--- config.mk ---
export PLATFORM = sky130hd
export DESIGN_NAME = epoch_seconds_to_calendar_top
export DESIGN_NICKNAME = d
export VERILOG_FILES = /design/src/hw/rtl/epsc_pkg.sv /design/src/hw/rtl/epsc_dp.sv /design/src/hw/rtl/epsc_ctrl.sv /design/src/hw/rtl/epoch_seconds_to_calendar_top.sv
export SDC_FILE = /design/constraint.sdc
export NUM_CORES = 2
export LEC_CHECK = 0
export BUFFER_PORTS_ARGS = -buffer_cell sky130_fd_sc_hd__buf_2
export CORE_AREA = 2 2 333 335
export CTS_CLUSTER_DIAMETER = 150
export DETAILED_ROUTE_END_ITERATION = 7
export DIE_AREA = 0 0 335 337
export GPL_ROUTABILITY_DRIVEN = 1
export GPL_TIMING_DRIVEN = 0
export SYNTH_ARGS = -nofsm -noshare
export SYNTH_HDL_FRONTEND = slang
export SYNTH_SLANG_ARGS = --single-unit
--- constraint.sdc ---
create_clock -name clk -period 15.1 [get_ports clk]
set_input_delay 0.755 -clock clk [delete_from_list [all_inputs] [get_ports clk]]
set_output_delay 0.755 -clock clk [all_outputs]
set_load 0.02 [all_outputs]
--- src/hw/rtl/epsc_pkg.sv ---
// Shared types and constants for the epoch seconds to calendar converter.
// Used by epsc_ctrl, epsc_dp and epoch_seconds_to_calendar_top; no dependencies.
`default_nettype none

package epsc_pkg;

	// Calendar constants
	localparam logic [11:0] BASE_YEAR         = 12'd1970;
	localparam logic [15:0] HOURS_COMMON_YEAR = 16'd8760;
	localparam logic [15:0] HOURS_LEAP_EXTRA  = 16'd24;
	localparam logic [8:0]  LEAP_DAY          = 9'd60;
	localparam logic [8:0]  FEB_29            = 9'd29;
	localparam logic [3:0]  MON_FEB           = 4'd1;
	localparam logic [3:0]  MON_DEC           = 4'd11;

	// Divisors of the shared constant divider
	localparam logic [31:0] DIV_BY_60    = 32'd60;
	localparam logic [31:0] DIV_BY_BLOCK = 32'd35064;
	localparam logic [31:0] DIV_BY_24    = 32'd24;

	// Reciprocals, rounded up: quotient is (x * RECIP) >> 37 for 60, >> 36 otherwise,
	// exact over the whole input range of each phase
	localparam logic [31:0] RECIP_60    = 32'h8888_8889;
	localparam logic [31:0] RECIP_BLOCK = 32'd1959830;
	localparam logic [31:0] RECIP_24    = 32'hAAAA_AAAB;

	// A multiply step, then a quotient step
	localparam int unsigned DIV_STEPS = 2;
	localparam logic        DIV_LAST  = 1'(DIV_STEPS - 1);

	// Seconds in one hour, for the zone offset
	localparam logic signed [17:0] SEC_PER_HOUR = 18'sd3600;

	// Register map
	localparam logic REG_ZONE_OFFSET = 1'b0;

	typedef enum logic [2:0] {
		S_IDLE,
		S_DIV,
		S_FIN,
		S_YEAR,
		S_MONTH,
		S_DONE
	} state_t;

	// Which division is in progress
	typedef enum logic [1:0] {
		PH_SEC,
		PH_MIN,
		PH_BLK,
		PH_HOUR
	} phase_t;

	typedef enum logic [2:0] {
		DP_NOP,
		DP_LOAD,
		DP_DIV,
		DP_FIN,
		DP_YEAR,
		DP_MONTH
	} dp_op_t;

	typedef struct packed {
		dp_op_t op;
		phase_t phase;
	} dp_cmd_t;

	typedef struct packed {
		logic year_done;
		logic month_done;
	} dp_stat_t;

	// Days in each month of a common year, January at index 0
	function automatic logic [4:0] month_len(input logic [3:0] mon);
		logic [4:0] len;
		case (mon)
			4'd0:    len = 5'd31;
			4'd1:    len = 5'd28;
			4'd2:    len = 5'd31;
			4'd3:    len = 5'd30;
			4'd4:    len = 5'd31;
			4'd5:    len = 5'd30;
			4'd6:    len = 5'd31;
			4'd7:    len = 5'd31;
			4'd8:    len = 5'd30;
			4'd9:    len = 5'd31;
			4'd10:   len = 5'd30;
			4'd11:   len = 5'd31;
			default: len = 5'd31;
		endcase
		return len;
	endfunction

endpackage

`default_nettype wire

--- src/hw/rtl/epsc_dp.sv ---
// Datapath of the converter: offset add, shared reciprocal divider, year and month walks.
// Driven by epsc_ctrl through epsc_pkg::dp_cmd_t; uses epsc_pkg.
`default_nettype none

module epsc_dp (
	input  wire logic                clk,
	input  wire epsc_pkg::dp_cmd_t   cmd,
	output epsc_pkg::dp_stat_t       stat,
	input  wire logic [31:0]         epoch_seconds,
	input  wire logic [4:0]          zone_offset_hours,
	output logic [11:0]              year,
	output logic [3:0]               month,
	output logic [4:0]               day_of_month,
	output logic [4:0]               hour,
	output logic [5:0]               minute,
	output logic [5:0]               second
);

	localparam logic signed [17:0] SEC_PER_HOUR_L = epsc_pkg::SEC_PER_HOUR;

	// Working registers: t_q is the dividend, later the hours left in the year
	logic [31:0] t_q;
	logic [63:0] prod_q;
	logic [31:0] quot_q;
	logic [31:0] back_q;
	logic [11:0] year_q;
	logic [8:0]  day_q;
	logic [3:0]  mon_q;
	logic        fixed_q;
	logic [4:0]  hour_q;
	logic [5:0]  min_q;
	logic [5:0]  sec_q;

	logic signed [17:0] zone_ext;
	logic signed [17:0] zone_sec;
	logic [31:0]        local_sec;
	logic [31:0]        recip;
	logic [31:0]        quot;
	logic [31:0]        back;
	logic [31:0]        remain;
	logic               leap;
	logic [15:0]        year_len;
	logic [4:0]         cur_len;
	logic [8:0]         day_first;

	// Zone offset in seconds, wrapped into 32 bits with the input
	assign zone_ext  = 18'(signed'(zone_offset_hours));
	assign zone_sec  = zone_ext * SEC_PER_HOUR_L;
	assign local_sec = epoch_seconds + 32'(zone_sec);

	// Pick the reciprocal, take the quotient from the product and multiply it back
	always_comb begin
		case (cmd.phase)
			epsc_pkg::PH_SEC,
			epsc_pkg::PH_MIN: begin
				recip = epsc_pkg::RECIP_60;
				quot  = {5'd0, prod_q[63:37]};
				back  = quot * epsc_pkg::DIV_BY_60;
			end
			epsc_pkg::PH_BLK: begin
				recip = epsc_pkg::RECIP_BLOCK;
				quot  = {4'd0, prod_q[63:36]};
				back  = quot * epsc_pkg::DIV_BY_BLOCK;
			end
			epsc_pkg::PH_HOUR: begin
				recip = epsc_pkg::RECIP_24;
				quot  = {4'd0, prod_q[63:36]};
				back  = quot * epsc_pkg::DIV_BY_24;
			end
			default: begin
				recip = epsc_pkg::RECIP_60;
				quot  = {5'd0, prod_q[63:37]};
				back  = quot * epsc_pkg::DIV_BY_60;
			end
		endcase
	end

	// Remainder of the running division
	assign remain = t_q - back_q;

	// Year and month walk helpers
	assign leap      = (year_q[1:0] == 2'b00);
	assign year_len  = epsc_pkg::HOURS_COMMON_YEAR + (leap ? epsc_pkg::HOURS_LEAP_EXTRA : 16'd0);
	assign cur_len   = epsc_pkg::month_len(mon_q);
	assign day_first = quot_q[8:0] + 9'd1;

	assign stat.year_done  = (t_q[15:0] < year_len);
	assign stat.month_done = fixed_q || (mon_q == epsc_pkg::MON_DEC) ||
		({4'd0, cur_len} >= day_q);

	// Execute the command of this cycle
	always_ff @(posedge clk) begin
		case (cmd.op)
			epsc_pkg::DP_LOAD: begin
				t_q <= local_sec;
			end
			epsc_pkg::DP_DIV: begin
				// The first step registers the product, the second the quotient
				prod_q <= 64'(t_q) * 64'(recip);
				quot_q <= quot;
				back_q <= back;
			end
			epsc_pkg::DP_FIN: begin
				case (cmd.phase)
					epsc_pkg::PH_SEC: begin
						sec_q <= remain[5:0];
						t_q   <= quot_q;
					end
					epsc_pkg::PH_MIN: begin
						min_q <= remain[5:0];
						t_q   <= quot_q;
					end
					epsc_pkg::PH_BLK: begin
						year_q <= epsc_pkg::BASE_YEAR + {4'd0, quot_q[5:0], 2'b00};
						t_q    <= remain;
					end
					epsc_pkg::PH_HOUR: begin
						hour_q <= remain[4:0];
						mon_q  <= 4'd0;
						// 29 February stands apart from the month walk
						if (leap && day_first == epsc_pkg::LEAP_DAY) begin
							mon_q   <= epsc_pkg::MON_FEB;
							day_q   <= epsc_pkg::FEB_29;
							fixed_q <= 1'b1;
						end else if (leap && day_first > epsc_pkg::LEAP_DAY) begin
							day_q   <= day_first - 9'd1;
							fixed_q <= 1'b0;
						end else begin
							day_q   <= day_first;
							fixed_q <= 1'b0;
						end
					end
					default: begin
						t_q <= t_q;
					end
				endcase
			end
			epsc_pkg::DP_YEAR: begin
				t_q    <= t_q - {16'd0, year_len};
				year_q <= year_q + 12'd1;
			end
			epsc_pkg::DP_MONTH: begin
				day_q <= day_q - {4'd0, cur_len};
				mon_q <= mon_q + 4'd1;
			end
			default: begin
				t_q <= t_q;
			end
		endcase
	end

	assign year         = year_q;
	assign month        = mon_q + 4'd1;
	assign day_of_month = day_q[4:0];
	assign hour         = hour_q;
	assign minute       = min_q;
	assign second       = sec_q;

endmodule

`default_nettype wire

--- src/hw/rtl/epsc_ctrl.sv ---
// Controller of the converter: sequences divisions, year walk and month walk.
// Commands epsc_dp through epsc_pkg::dp_cmd_t; uses epsc_pkg.
`default_nettype none

module epsc_ctrl (
	input  wire logic               clk,
	input  wire logic               arst_n,
	input  wire logic               start,
	output logic                    busy,
	output logic                    done,
	output epsc_pkg::dp_cmd_t       cmd,
	input  wire epsc_pkg::dp_stat_t stat
);

	epsc_pkg::state_t state_q, state_d;
	epsc_pkg::phase_t phase_q, phase_d;
	logic             cnt_q, cnt_d;

	// Hold state, phase and step count
	always_ff @(posedge clk or negedge arst_n) begin
		if (!arst_n) begin
			state_q <= epsc_pkg::S_IDLE;
			phase_q <= epsc_pkg::PH_SEC;
			cnt_q   <= 1'b0;
		end else begin
			state_q <= state_d;
			phase_q <= phase_d;
			cnt_q   <= cnt_d;
		end
	end

	// Next state and commands
	always_comb begin
		state_d   = state_q;
		phase_d   = phase_q;
		cnt_d     = cnt_q;
		cmd.op    = epsc_pkg::DP_NOP;
		cmd.phase = phase_q;
		busy      = 1'b1;
		done      = 1'b0;
		case (state_q)
			epsc_pkg::S_IDLE: begin
				busy = 1'b0;
				if (start) begin
					cmd.op  = epsc_pkg::DP_LOAD;
					phase_d = epsc_pkg::PH_SEC;
					cnt_d   = 1'b0;
					state_d = epsc_pkg::S_DIV;
				end
			end
			epsc_pkg::S_DIV: begin
				cmd.op = epsc_pkg::DP_DIV;
				cnt_d  = cnt_q + 1'b1;
				if (cnt_q == epsc_pkg::DIV_LAST) begin
					state_d = epsc_pkg::S_FIN;
				end
			end
			epsc_pkg::S_FIN: begin
				cmd.op = epsc_pkg::DP_FIN;
				cnt_d  = 1'b0;
				case (phase_q)
					epsc_pkg::PH_SEC: begin
						phase_d = epsc_pkg::PH_MIN;
						state_d = epsc_pkg::S_DIV;
					end
					epsc_pkg::PH_MIN: begin
						phase_d = epsc_pkg::PH_BLK;
						state_d = epsc_pkg::S_DIV;
					end
					epsc_pkg::PH_BLK: begin
						state_d = epsc_pkg::S_YEAR;
					end
					epsc_pkg::PH_HOUR: begin
						state_d = epsc_pkg::S_MONTH;
					end
					default: begin
						state_d = epsc_pkg::S_IDLE;
					end
				endcase
			end
			epsc_pkg::S_YEAR: begin
				// Subtract whole years until the remaining hours fit
				if (stat.year_done) begin
					phase_d = epsc_pkg::PH_HOUR;
					state_d = epsc_pkg::S_DIV;
				end else begin
					cmd.op = epsc_pkg::DP_YEAR;
				end
			end
			epsc_pkg::S_MONTH: begin
				// Subtract whole months until the day fits
				if (stat.month_done) begin
					state_d = epsc_pkg::S_DONE;
				end else begin
					cmd.op = epsc_pkg::DP_MONTH;
				end
			end
			epsc_pkg::S_DONE: begin
				done    = 1'b1;
				state_d = epsc_pkg::S_IDLE;
			end
			default: begin
				state_d = epsc_pkg::S_IDLE;
			end
		endcase
	end

`ifndef SYNTHESIS
	// The strobe lasts one cycle
	a_done_single: assert property (@(posedge clk) disable iff (!arst_n)
		done |=> !done)
		else $error("result strobe held longer than one cycle");

	// An accepted word starts the conversion
	a_start_busy: assert property (@(posedge clk) disable iff (!arst_n)
		(start && !busy) |=> (busy && state_q == epsc_pkg::S_DIV && cnt_q == 1'b0))
		else $error("accepted word did not start a division");

	// A division closes only after its multiply and quotient steps
	a_fin_after_div: assert property (@(posedge clk) disable iff (!arst_n)
		(state_q == epsc_pkg::S_FIN) |->
		($past(state_q) == epsc_pkg::S_DIV && $past(cnt_q) == epsc_pkg::DIV_LAST))
		else $error("division finished early");

	// The year walk ends within four checks
	a_year_bound: assert property (@(posedge clk) disable iff (!arst_n)
		(state_q == epsc_pkg::S_YEAR && $past(state_q) == epsc_pkg::S_YEAR &&
		 $past(state_q, 2) == epsc_pkg::S_YEAR && $past(state_q, 3) == epsc_pkg::S_YEAR)
		|-> stat.year_done)
		else $error("year walk ran past one four-year block");
`endif

endmodule

`default_nettype wire

--- src/hw/rtl/epoch_seconds_to_calendar_top.sv ---
// Top level of the epoch seconds to calendar converter: register port and glue.
// Instantiates epsc_ctrl and epsc_dp; uses epsc_pkg.
//
//  channel   handshake                        payload
//  input     start, busy                      epoch_seconds
//  result    done (one-cycle strobe)          year, month, day_of_month, hour, minute, second
//  config    psel, penable, pwrite, pready    paddr, pwdata, prdata (zone_offset_hours at 0x0)
//
// A word goes from start to done through four passes of the shared reciprocal
// divider (a multiply step, a quotient step and a closing step each), a year walk
// and a month walk, then the strobe. busy stays high from the accept edge through
// the strobe cycle; a new word is accepted in the cycle after the strobe. The
// receiver cannot stall; results stay on the ports after the strobe until the
// next word overwrites them. Reset clears the controller and sets the zone offset
// to zero.
`default_nettype none

module epoch_seconds_to_calendar_top (
	input  wire logic        clk,
	input  wire logic        arst_n,
	input  wire logic        start,
	output logic             busy,
	input  wire logic [31:0] epoch_seconds,
	output logic             done,
	output logic [11:0]      year,
	output logic [3:0]       month,
	output logic [4:0]       day_of_month,
	output logic [4:0]       hour,
	output logic [5:0]       minute,
	output logic [5:0]       second,
	input  wire logic        psel,
	input  wire logic        penable,
	input  wire logic        pwrite,
	input  wire logic [2:0]  paddr,
	input  wire logic [31:0] pwdata,
	output logic [31:0]      prdata,
	output logic             pready
);

	logic [4:0]          zone_q;
	logic                cfg_wr;
	epsc_pkg::dp_cmd_t   cmd;
	epsc_pkg::dp_stat_t  stat;

	assign pready = 1'b1;
	assign cfg_wr = psel && penable && pwrite && pready;

	// Hold the zone offset register
	always_ff @(posedge clk or negedge arst_n) begin
		if (!arst_n) begin
			zone_q <= 5'd0;
		end else if (cfg_wr && paddr[2] == epsc_pkg::REG_ZONE_OFFSET) begin
			zone_q <= pwdata[4:0];
		end
	end

	// Return the register value on reads
	assign prdata = (paddr[2] == epsc_pkg::REG_ZONE_OFFSET) ? {27'd0, zone_q} : 32'd0;

	epsc_ctrl u_ctrl (
		.clk    (clk),
		.arst_n (arst_n),
		.start  (start),
		.busy   (busy),
		.done   (done),
		.cmd    (cmd),
		.stat   (stat)
	);

	epsc_dp u_dp (
		.clk               (clk),
		.cmd               (cmd),
		.stat              (stat),
		.epoch_seconds     (epoch_seconds),
		.zone_offset_hours (zone_q),
		.year              (year),
		.month             (month),
		.day_of_month      (day_of_month),
		.hour              (hour),
		.minute            (minute),
		.second            (second)
	);

endmodule

`default_nettype wire
==> metrics.txt <==
cell count after synthesis 4524; synth top area cells fa_1 34%, ha_1 19%, edfxtp_1 11%; post-route minimum period 13.27 ns; Worst Path Required 15.31 ns; Worst-Margin Slew 1.47 ns; post-synth top area cell fa_1; area grow syn2layout 7.15%; Post-CTS Setup Inserts 0; grt met2 use 0.418; highest clock rate 75.4 MHz; dpl hpwl 120000 microns; initial drt markers 3209; Commonest cells post-synth 1086 x inv_1, 727 x fa_1, 658 x ha_1; CTS Sinks 174; Via density 5.35; CTS tree yes; Post-Syn Area per Cell 9.58 sq um; ys async rst share 0.0632; CP peak stage delay 1.09 ns; CTS resizes 0; I/O Buffers 88; Mapped Area 43300 sq um; Final Max Slew Viols 0; Row Count 122; startpoint types flip-flop; HP Class input pin to async pin; final non-filler cell total 6106; count of different cell masters after synthesis 83; top-area cell type share of the netlist area 0.336; final core utilization 0.424; final hold violation count 0; Layout fillers 10747; Final #Nets 6125; Max Cap Viol 0; total number of vias 32686; WL/cell 23.0 microns; post-route ant nets 0; DRC Markers 0; Starting Density 0.395; critical path type flip-flop to flip-flop; clk slew on worst S/H paths 0.09 ns; Core Box Area 110000 sq um; antenna violations before repair 7; met1 Usage GRT 0.343; Worst Clk Skew 0.0189 ns; Worst setup EP type flip-flop; slowest stage cell, crit path nor3_1; total CTS buffers 17; sequential cell area fraction in the yosys report 0.119; Slew headroom 0.0170; CTS Root Buffer Type clkbuf_16; gr busiest metal met2; I/O pins 146; vias in the first global route 33557; total track usage 0.252; outcome finished clean; first-pass GRT wire length 211000 microns; Synth Register Bits 174; clk_lat worst skew 0.48 ns; worst path arrival time 13.48 ns; antenna cell count 0; # setup viols final 0; GRT overflow 0; Max clock buf depth 2; met3 Use GR 0.0386; final wirelength 140000 microns; CTS Hold Bufs 0; Die Y 337 microns; share of post-route cells with drive strength above 1 0.0483; H-tree levels 4; Die Wd 335 microns; CP most frequent cell fa_1; Die ar. 113000 sq um; Ys Warns 0; Setup TNS Final 0 ns; crit-path max FO 10; largest net degree at the start of global routing 30; cell count after placement 6073; Tcrit/Tclk final 0.879; ys flop type edfxtp_1; RSZ-0062 raised after global routing no; drt pass-1 iters 6; count leader, synth inv_1; EDFF count, synth 161; routability congestion estimate 0.973
## logic make-up after synthesis
| family | synth area share |
|---|---|
| buffers and inverters | 0.110 |
| and+or+nand+nor | 0.0784 |
| muxes | 0.00551 |
| DFF | 0.119 |
| xor gates and xnor gates | 0.0511 |
| other | 0.000173 |
| adders and majority gates | 0.526 |
| AOI/OAI and AO/OA | 0.111 |
## flip-flops by register name, summed over array words and instances (netlist names), 2 cells and up
register,flops
u_ctrl.phase_q,2
u_ctrl.state_q,3
u_dp.back_q,30
u_dp.cur_len,2
u_dp.day_q,9
u_dp.hour,5
u_dp.minute,6
u_dp.mon_q,4
u_dp.prod_q,28
u_dp.quot_q,28
u_dp.second,6
u_dp.t_q,32
u_dp.year,12
zone_q,5
## path summary, 6_finish.rpt
kind,startpoint,to,slack (ns),cells after the start
min reg2reg,u_ctrl.cnt_q,u_ctrl.cnt_q,0.56,2
max in group asynchronous,arst_n,zone_q[4],14.62,1
min in group clk,pwdata[3],zone_q[3],0.52,2
min,arst_n,u_ctrl.state_q[0],0.19,1
max,u_ctrl.phase_q[1],u_dp.prod_q[60],1.83,30
max reg2reg,u_ctrl.phase_q[1],u_dp.prod_q[60],1.83,30
## critical path, delay by kind of cell (launching register included)
family	cells	cell delay, ns
AO/OA/AOI/OAI	6	1.85
XOR/XNOR	1	0.11
adder cells (fa/ha/maj)	9	4.22
buffers and inverters	8	3.10
flip-flops	1	0.32
AND/OR/NAND/NOR	6	3.36
## routing by layer
metal  vias up  routed length, microns
met2      1265                   65300
met3       220                   11100
met4         2                    4490
met5         -                      13
li1      14810                       -
met1     16389                   59500
## area by class of cell
class	instances	area [sq um]	share of cell area
Sequential cell	174	5150	0.111
Clock inverter	15	209	0.00450
Buffer	136	648	0.0140
Timing Repair Buffer	98	569	0.0123
Tap cell	1426	1780	0.0384
Inverter	1092	4100	0.0883
Multi-Input combinational cell	3148	33600	0.723
Clock buffer	17	425	0.00916
## metrics by stage
stage | setup slack, ns | hold WS (ns) | area, sq um
after floorplan | 6.49 | 0.459 | 43400
after global placement | 2.36 | 0.510 | 45700
after detailed placement | 2.39 | 0.536 | 45800
after CTS | 2.36 | 0.181 | 46400
after global routing | 1.70 | 0.187 | 46400
final | 1.83 | 0.191 | 46400
## placed cells by master (no fill, tap or decap), types with 31 or more instances in the layout
master       n
xnor2_1    163
edfxtp_1   161
inv_1     1086
o21ai_0    181
ha_1       658
o21bai_1    36
a21o_1     104
and2_1      31
nand3_1     62
buf_4       34
nand2_1    225
nor3_1      32
buf_2       93
and3_1      49
nor2_1     176
a21oi_1    192
fa_1       727
clkbuf_1    81
xor2_1      90
Power is left out: the tool's default activity adds up to more than one toggle a clock period on the data nets, which glitch-free logic cannot reach.
